[src/hdl/ntpoc_pkg.sv]
// Shared types, constants and timestamp conversion functions for the NTP
// clock offset correction pipeline. Depends on nothing else.
package ntpoc_pkg;

	localparam logic [31:0] EPOCH_GAP    = 32'h83aa7e80;
	localparam logic [19:0] USEC_PER_SEC = 20'd1000000;
	localparam logic [19:0] HALF_SEC     = 20'd500000;
	localparam logic [12:0] FRAC_SCALE   = 13'd4294;
	localparam logic [10:0] FRAC_TRIM    = 11'd1981;
	localparam logic [9:0]  US_TRIM      = 10'd759;
	localparam logic [15:0] US_ROUND     = 16'd32768;

	typedef struct packed {
		logic [31:0] origin_seconds;
		logic [31:0] origin_fraction;
		logic [31:0] receive_seconds;
		logic [31:0] receive_fraction;
		logic [31:0] transmit_seconds;
		logic [31:0] transmit_fraction;
		logic [31:0] local_seconds;
		logic [19:0] local_micros;
	} in_word_t;

	// Offset sum split into a seconds part and a small microsecond part.
	typedef struct packed {
		logic signed [34:0] sec_sum;
		logic signed [22:0] us_sum;
		logic [19:0]        local_rt;
		logic [31:0]        local_seconds;
	} sum_t;

	// Halved offset in floor form: off_q * 1e6 + off_r, off_r in 0..999999.
	typedef struct packed {
		logic signed [33:0] off_q;
		logic [19:0]        off_r;
		logic [19:0]        local_rt;
		logic [31:0]        local_seconds;
	} half_t;

	// Binary fraction to microseconds: (f >> 12) - 759 * (((f >> 10) + 32768) >> 16).
	// The result is never negative and always fits in 20 bits.
	function automatic logic [19:0] frac_to_us(input logic [31:0] f);
		logic [22:0] rnd;
		logic [15:0] corr;
		rnd  = {1'b0, f[31:10]} + 23'(US_ROUND);
		corr = 16'(US_TRIM) * 16'(rnd[22:16]);
		return f[31:12] - 20'(corr);
	endfunction

	// Microseconds to binary fraction: 4294*us + ((1981*us) >> 11), modulo 2^32.
	function automatic logic [31:0] us_to_frac(input logic [19:0] us);
		logic [32:0] a;
		logic [30:0] b;
		a = 33'(FRAC_SCALE) * 33'(us);
		b = 31'(FRAC_TRIM) * 31'(us);
		return 32'(a + 33'(b[30:11]));
	endfunction

endpackage

[src/hdl/ntpoc_front.sv]
// Front of the pipeline: rebases seconds, converts fractions to microseconds
// and forms the offset sums. Depends on ntpoc_pkg.
module ntpoc_front (
	input  logic             clk,
	input  logic             arst_n,
	input  logic             up_valid,
	output logic             up_stall,
	input  ntpoc_pkg::in_word_t up_data,
	output logic             dn_valid,
	input  logic             dn_stall,
	output ntpoc_pkg::sum_t  dn_data
);
	import ntpoc_pkg::*;

	logic        v_s1, v_s2;
	logic        st1, st2;
	logic [31:0] s1_s1, s2_s1, s3_s1, lsec_s1, lfrac_s1;
	logic [19:0] u1_s1, u2_s1, u3_s1, lus_s1;
	sum_t        sum_s2;

	assign st2      = v_s2 && dn_stall;
	assign st1      = v_s1 && st2;
	assign up_stall = st1;
	assign dn_valid = v_s2;
	assign dn_data  = sum_s2;

	always_ff @(posedge clk or negedge arst_n) begin
		if (!arst_n) begin
			v_s1 <= 1'b0;
			v_s2 <= 1'b0;
		end else begin
			if (!st1) v_s1 <= up_valid;
			if (!st2) v_s2 <= v_s1;
		end
	end

	always_ff @(posedge clk) begin
		if (!st1) begin
			s1_s1    <= up_data.origin_seconds - EPOCH_GAP;
			s2_s1    <= up_data.receive_seconds - EPOCH_GAP;
			s3_s1    <= up_data.transmit_seconds - EPOCH_GAP;
			u1_s1    <= frac_to_us(up_data.origin_fraction);
			u2_s1    <= frac_to_us(up_data.receive_fraction);
			u3_s1    <= frac_to_us(up_data.transmit_fraction);
			lsec_s1  <= up_data.local_seconds;
			lus_s1   <= up_data.local_micros;
			lfrac_s1 <= us_to_frac(up_data.local_micros);
		end
		if (!st2) begin
			sum_s2.sec_sum <= $signed({3'b000, s2_s1}) + $signed({3'b000, s3_s1})
				- $signed({3'b000, s1_s1}) - $signed({3'b000, lsec_s1});
			sum_s2.us_sum <= $signed({3'b000, u2_s1}) + $signed({3'b000, u3_s1})
				- $signed({3'b000, u1_s1}) - $signed({3'b000, lus_s1});
			sum_s2.local_rt      <= frac_to_us(lfrac_s1);
			sum_s2.local_seconds <= lsec_s1;
		end
	end

endmodule

[src/hdl/ntpoc_offset.sv]
// Middle of the pipeline: brings the offset sum into floor form and halves it
// with truncation toward zero. Depends on ntpoc_pkg.
module ntpoc_offset (
	input  logic             clk,
	input  logic             arst_n,
	input  logic             up_valid,
	output logic             up_stall,
	input  ntpoc_pkg::sum_t  up_data,
	output logic             dn_valid,
	input  logic             dn_stall,
	output ntpoc_pkg::half_t dn_data
);
	import ntpoc_pkg::*;

	localparam logic signed [22:0] SEC1 = 23'sd1000000;
	localparam logic signed [22:0] SEC2 = 23'sd2000000;
	localparam logic signed [22:0] SEC3 = 23'sd3000000;

	logic               v_s3, v_s4;
	logic               st3, st4;
	logic signed [2:0]  k;
	logic signed [22:0] r_full;
	logic signed [34:0] q_s3;
	logic [19:0]        r_s3;
	logic [19:0]        rt_s3;
	logic [31:0]        lsec_s3;
	logic signed [33:0] qh;
	logic [20:0]        r2a;
	half_t              half_d;
	half_t              half_s4;

	assign st4      = v_s4 && dn_stall;
	assign st3      = v_s3 && st4;
	assign up_stall = st3;
	assign dn_valid = v_s4;
	assign dn_data  = half_s4;

	// Whole seconds folded out of the microsecond sum, leaving 0..999999.
	always_comb begin
		if (up_data.us_sum >= SEC1) begin
			k      = 3'sd1;
			r_full = up_data.us_sum - SEC1;
		end else if (up_data.us_sum >= 23'sd0) begin
			k      = 3'sd0;
			r_full = up_data.us_sum;
		end else if (up_data.us_sum >= -SEC1) begin
			k      = -3'sd1;
			r_full = up_data.us_sum + SEC1;
		end else if (up_data.us_sum >= -SEC2) begin
			k      = -3'sd2;
			r_full = up_data.us_sum + SEC2;
		end else begin
			k      = -3'sd3;
			r_full = up_data.us_sum + SEC3;
		end
	end

	// Halving: an odd second count moves half a second into the remainder, and
	// a negative odd sum gets one added to turn the floor into truncation.
	always_comb begin
		qh  = q_s3[34:1];
		r2a = 21'(r_s3[19:1]) + (q_s3[0] ? 21'(HALF_SEC) : 21'd0)
			+ 21'(q_s3[34] & r_s3[0]);
		half_d.local_rt      = rt_s3;
		half_d.local_seconds = lsec_s3;
		if (r2a == 21'(USEC_PER_SEC)) begin
			half_d.off_q = qh + 34'sd1;
			half_d.off_r = 20'd0;
		end else begin
			half_d.off_q = qh;
			half_d.off_r = r2a[19:0];
		end
	end

	always_ff @(posedge clk or negedge arst_n) begin
		if (!arst_n) begin
			v_s3 <= 1'b0;
			v_s4 <= 1'b0;
		end else begin
			if (!st3) v_s3 <= up_valid;
			if (!st4) v_s4 <= v_s3;
		end
	end

	always_ff @(posedge clk) begin
		if (!st3) begin
			q_s3    <= up_data.sec_sum + {{32{k[2]}}, k};
			r_s3    <= r_full[19:0];
			rt_s3   <= up_data.local_rt;
			lsec_s3 <= up_data.local_seconds;
		end
		if (!st4) begin
			half_s4 <= half_d;
		end
	end

	a_rem_s3: assert property (@(posedge clk) disable iff (!arst_n)
		v_s3 |-> r_s3 < USEC_PER_SEC)
		else $error("stage 3 remainder out of range");
	a_rem_s4: assert property (@(posedge clk) disable iff (!arst_n)
		v_s4 |-> half_s4.off_r < USEC_PER_SEC)
		else $error("stage 4 remainder out of range");
	a_hold_s4: assert property (@(posedge clk) disable iff (!arst_n)
		st4 |=> v_s4 && $stable(half_s4))
		else $error("stage 4 lost its word under stall");

endmodule

[src/hdl/ntpoc_apply.sv]
// Back of the pipeline: applies the halved offset to the local time and
// normalizes the microseconds. Depends on ntpoc_pkg.
module ntpoc_apply (
	input  logic             clk,
	input  logic             arst_n,
	input  logic             up_valid,
	output logic             up_stall,
	input  ntpoc_pkg::half_t up_data,
	output logic             dn_valid,
	input  logic             dn_stall,
	output logic [31:0]      dn_seconds,
	output logic [19:0]      dn_micros
);
	import ntpoc_pkg::*;

	localparam logic signed [21:0] SEC1 = 22'sd1000000;

	logic               v_s5, v_s6;
	logic               st5, st6;
	logic signed [33:0] off_sec;
	logic signed [21:0] off_us;
	logic [31:0]        sec_s5;
	logic signed [21:0] us_s5;
	logic [31:0]        sec_s6;
	logic [19:0]        us_s6;

	assign st6        = v_s6 && dn_stall;
	assign st5        = v_s5 && st6;
	assign up_stall   = st5;
	assign dn_valid   = v_s6;
	assign dn_seconds = sec_s6;
	assign dn_micros  = us_s6;

	// Floor form to C division: a negative offset with a remainder rounds the
	// seconds up and gives the remainder the sign of the offset.
	always_comb begin
		if (up_data.off_q[33] && up_data.off_r != 20'd0) begin
			off_sec = up_data.off_q + 34'sd1;
			off_us  = $signed({2'b00, up_data.off_r}) - SEC1;
		end else begin
			off_sec = up_data.off_q;
			off_us  = $signed({2'b00, up_data.off_r});
		end
	end

	always_ff @(posedge clk or negedge arst_n) begin
		if (!arst_n) begin
			v_s5 <= 1'b0;
			v_s6 <= 1'b0;
		end else begin
			if (!st5) v_s5 <= up_valid;
			if (!st6) v_s6 <= v_s5;
		end
	end

	always_ff @(posedge clk) begin
		if (!st5) begin
			sec_s5 <= up_data.local_seconds + off_sec[31:0];
			us_s5  <= $signed({2'b00, up_data.local_rt}) + off_us;
		end
		if (!st6) begin
			if (us_s5 < 22'sd0) begin
				sec_s6 <= sec_s5 - 32'd1;
				us_s6  <= 20'(us_s5 + SEC1);
			end else if (us_s5 >= SEC1) begin
				sec_s6 <= sec_s5 + 32'd1;
				us_s6  <= 20'(us_s5 - SEC1);
			end else begin
				sec_s6 <= sec_s5;
				us_s6  <= us_s5[19:0];
			end
		end
	end

endmodule

[src/hdl/ntp_clock_offset_correction_top.sv]
// Top level of the NTP clock offset correction pipeline.
// Depends on ntpoc_pkg, ntpoc_front, ntpoc_offset and ntpoc_apply.
//
// Usage: the input channel takes one word per reply: the origin, server
// receive and server transmit NTP timestamps (seconds since 1900 and a
// binary fraction) together with the local arrival time in Unix seconds and
// microseconds. A word is taken at a rising edge with in_valid high and
// in_stall low. The output channel returns one word per input word, the local
// time corrected by half the round-trip offset, taken at an edge with
// out_valid high and out_stall low.
// A word accepted at the input passes through the six register stages in order and leaves
// from the last. Throughput is one word per cycle while the receiver does not stall; each
// stage holds one word, so a new word enters while earlier ones are in flight.
// The two timestamp-conversion stages, the offset normalization and halving
// stages, and the apply and normalize stages make up those six.
// Reset clears every stage valid bit at once, so the block is empty and
// ready right after reset; there is no state beyond the words in flight.
// When the receiver stalls, the output word holds and stall backs up stage
// by stage: empty stages still fill, and in_stall rises only when all six
// stages are full, so no word is lost or repeated.
module ntp_clock_offset_correction_top (
	input  logic        clk,
	input  logic        arst_n,
	input  logic        in_valid,
	output logic        in_stall,
	input  logic [31:0] origin_seconds,
	input  logic [31:0] origin_fraction,
	input  logic [31:0] receive_seconds,
	input  logic [31:0] receive_fraction,
	input  logic [31:0] transmit_seconds,
	input  logic [31:0] transmit_fraction,
	input  logic [31:0] local_seconds,
	input  logic [19:0] local_micros,
	output logic        out_valid,
	input  logic        out_stall,
	output logic [31:0] corrected_seconds,
	output logic [19:0] corrected_micros
);
	import ntpoc_pkg::*;

	in_word_t in_word;
	sum_t     sum_word;
	half_t    half_word;
	logic     sum_valid, sum_stall;
	logic     half_valid, half_stall;

	assign in_word.origin_seconds    = origin_seconds;
	assign in_word.origin_fraction   = origin_fraction;
	assign in_word.receive_seconds   = receive_seconds;
	assign in_word.receive_fraction  = receive_fraction;
	assign in_word.transmit_seconds  = transmit_seconds;
	assign in_word.transmit_fraction = transmit_fraction;
	assign in_word.local_seconds     = local_seconds;
	assign in_word.local_micros      = local_micros;

	// Stages 1 and 2: timestamp conversion and offset sums.
	ntpoc_front u_front (
		.clk      (clk),
		.arst_n   (arst_n),
		.up_valid (in_valid),
		.up_stall (in_stall),
		.up_data  (in_word),
		.dn_valid (sum_valid),
		.dn_stall (sum_stall),
		.dn_data  (sum_word)
	);

	// Stages 3 and 4: floor form and halving toward zero.
	ntpoc_offset u_offset (
		.clk      (clk),
		.arst_n   (arst_n),
		.up_valid (sum_valid),
		.up_stall (sum_stall),
		.up_data  (sum_word),
		.dn_valid (half_valid),
		.dn_stall (half_stall),
		.dn_data  (half_word)
	);

	// Stages 5 and 6: correction of the local time and the output register.
	ntpoc_apply u_apply (
		.clk        (clk),
		.arst_n     (arst_n),
		.up_valid   (half_valid),
		.up_stall   (half_stall),
		.up_data    (half_word),
		.dn_valid   (out_valid),
		.dn_stall   (out_stall),
		.dn_seconds (corrected_seconds),
		.dn_micros  (corrected_micros)
	);

	// The input can only back up when the whole pipeline is full and the
	// receiver is stalling.
	a_stall_full: assert property (@(posedge clk) disable iff (!arst_n)
		in_stall |-> out_valid && out_stall && sum_valid && half_valid)
		else $error("input stalled while the pipeline has room");
	a_micros_range: assert property (@(posedge clk) disable iff (!arst_n)
		out_valid |-> corrected_micros < USEC_PER_SEC)
		else $error("corrected microseconds not normalized");
	a_inner_stall: assert property (@(posedge clk) disable iff (!arst_n)
		half_stall |-> out_stall)
		else $error("inner stall without output stall");

endmodule

[config.mk]
export PLATFORM = sky130hd
export DESIGN_NAME = ntp_clock_offset_correction_top
export DESIGN_NICKNAME = d
export VERILOG_FILES = /design/src/hdl/ntpoc_pkg.sv /design/src/hdl/ntpoc_front.sv /design/src/hdl/ntpoc_offset.sv /design/src/hdl/ntpoc_apply.sv /design/src/hdl/ntp_clock_offset_correction_top.sv
export SDC_FILE = /design/constraint.sdc
export NUM_CORES = 2
export LEC_CHECK = 0
export ABC_AREA = 1
export BUFFER_PORTS_ARGS = -buffer_cell sky130_fd_sc_hd__buf_2
export CORE_AREA = 3 3 709 359
export CTS_CLUSTER_DIAMETER = 80
export DETAILED_ROUTE_END_ITERATION = 7
export DIE_AREA = 0 0 712 362
export SLEW_MARGIN = 0
export SYNTH_ARGS = -nofsm -noshare
export SYNTH_HDL_FRONTEND = slang
export SYNTH_HIERARCHICAL = 1
export SYNTH_SLANG_ARGS = --single-unit
[constraint.sdc]
create_clock -name clk -period 22.7 [get_ports clk]
set_clock_uncertainty 0.15 [all_clocks]
set_input_delay 6.81 -clock clk [delete_from_list [all_inputs] [get_ports clk]]
set_output_delay 6.81 -clock clk [all_outputs]
set_load 0.005 [all_outputs]
==> impl_metrics.ini <==
[outcome]
status = complete, no violations

[routing]
drtIter0Drc = 3060
dr.max_layer_used = met5
routed-wl-met3_mm = 6.35
route.detailed.drc = 0
antenna_left = 0
drt-met1-wl_mm = 79.3
detail_route.wirelength_mm = 175
detail_route.first_pass.iterations = 6
drt-vias-per-instance = 4.38
drt-wirelength-per-cell_um = 15.4
via_count = 49800
met2_routed_wl_mm = 84.1

[clock_network]
root_buffer = clkbuf_16
cts.htree.levels = 3
cts_sink_count = 662
clk_transition_reported_paths_ns = 0.06
postCtsHoldBufs = 0
cts_tree = done
clock_insertion_delay_worst_skew_ns = 0.69
cts_buffers = 83
cts_resized = 0
cts.repair_timing.setup_buffer_count = 0
cts_buffer_depth = 3

[setup_path]
critical_path_arrival_ns = 9.76
end_kind = output pin
worst_setup_path_class = primary input to output pin
cp-startpoint = out_stall
crit-reg2reg-launch = u_front/lfrac_s1[26]
cp-start-kind = primary input
critical_path_peak_fanout = 56
cp_data_required_time_ns = 15.74

[floorplanning]
core-area_um2 = 248000
initial_utilization_pct = 25.0
dieHeight_um = 362
design.portCount = 302
placementRows = 129
die_area_um2 = 258000
die_width_um = 712

[run]
timing.max_cap.violations = 0

[sta]
period_minus_slack_ns = 16.72
layout_worst_path_cycle_share_pct = 73.7
grt_setup_unrepaired = no
timing_worst_slew_pin_value_ns = 1.12
hold_viol = 0
max_slew_margin_pct = 25.1
setup_viol = 0
max_freq_mhz = 59.8
final.setup.tns_ns = 0
timing.final.max_slew_violations = 0
layout_setup_ws_ns = 5.98

[placed_design]
place.gp.congestion = 0.924
dp_worst_setup_slack_ns = 5.78
dp_hpwl_mm = 147
port_buffers = 265
placed_cell_area_um2 = 67200

[finish]
final_util_pct = 28.3
layout-area-overhead-vs-synth_pct = 13.2
design_area_um2 = 70100
final_layout_size_suffix_gt1_share_pct = 6.46
fin_nets = 9085

[global_routing]
grt_first_pass_wirelength_mm = 272
globalRouteTotalUtil_pct = 13.3
grt_antenna_before_repair = 34
grt-ovfl-total = 0
via_count_of_the_first_global_routing_pass = 49000
grt_max_degree = 74

[synth]
synth_cells = 7634
synth.net_count = 8788
synth_area_per_cell_um2 = 8.12
mappedNetlistArea_um2 = 62000
synth.yosys.warnings = 6

[worst_hold_path]
timing.hold.worst.class = flop to flop
hold_path_startpoint = u_offset/rt_s3[16]
[critical path, stage by stage]
cell and delay (ns):
buf_2 0.08, nand2_2 0.03, buf_4 0.30, nor2_1 0.36, nand2_4 0.37, nor2_1 0.43
nand2_4 0.53, nor2_1 0.61, buf_2 0.21
[final timing paths]
path                                        end  cells after the start  slack, ns
hold / removal             u_offset/dn_data[48]                      0       0.26
min in group asynchronous      u_front/dn_valid                      1       5.79
hold reg to reg            u_offset/dn_data[48]                      0       0.26
setup reg to reg            u_front/dn_data[48]                     30      15.69
setup / recovery                       in_stall                      9       5.98
max in group asynchronous      u_apply/dn_valid                      1      16.45
[per-layer routing]
| layer | up-vias | global-route usage, % |
|---|---|---|
| li1 | 25400 | - |
| met1 | 23200 | 17.1 |
| met2 | 908 | 23.2 |
| met3 | 226 | 1.59 |
| met4 | 2 | 3.80 |
| met5 | - | 0 |
[layout by cell type (no fill, tap or decap), drive strengths merged, types with 3 or more instances in the layout]
cell         n
a21o        21
nor3b        4
diode       14
a221oi       8
dfrtp        6
o21bai      37
nand3      322
a211oi       4
nand2     1829
clkinv      39
and2         7
a2111oi      4
xnor2      142
edfxtp     656
inv       1407
bufinv       9
o21ai      266
nor2       725
xor2       392
nor4        21
o211ai      27
o21a        23
clkinvlp     3
or2          5
a21oi      442
fa         296
a21boi      12
nor3        93
clkbuf      95
o221ai       5
o31ai        4
and3         3
ha         610
a31oi       28
buf        277
nand4      137
nand3b      33
[metrics by stage]
stage	cells	hold slack, ns
2_1_floorplan	7634	0.250
3_3_place_gp	11200	0.251
3_5_place_dp	11200	0.255
4_1_cts	11300	0.265
5_1_grt	11400	0.269
6_report	11400	0.263
[state kept, by name (all words and copies together), names as in the netlist, 22 cells and up]
name and count:
u_apply/dn_seconds 32, u_apply/sec_s5 32, u_apply/us_s5 22, u_front/dn_data 110, u_front/lsec_s1 32, u_front/s1_s1 32, u_front/s2_s1 32, u_front/s3_s1 32
u_offset/dn_data 105, u_offset/lsec_s3 32, u_offset/q_s3 35
[cell type report]
cell class                 instances  area (um^2)
multi-input combinational       5510        36500
clock inverter                    61          766
clock buffer                      95         2120
inverter                        1397         5260
antenna                           14         35.0
fill                           26700       177000
sequential                       662        19800
tap                             3340         4180
timing repair buffer             277         1420
Power is left out: the tool's default activity adds up to more than one toggle a clock period on the data nets, which glitch-free logic cannot reach.
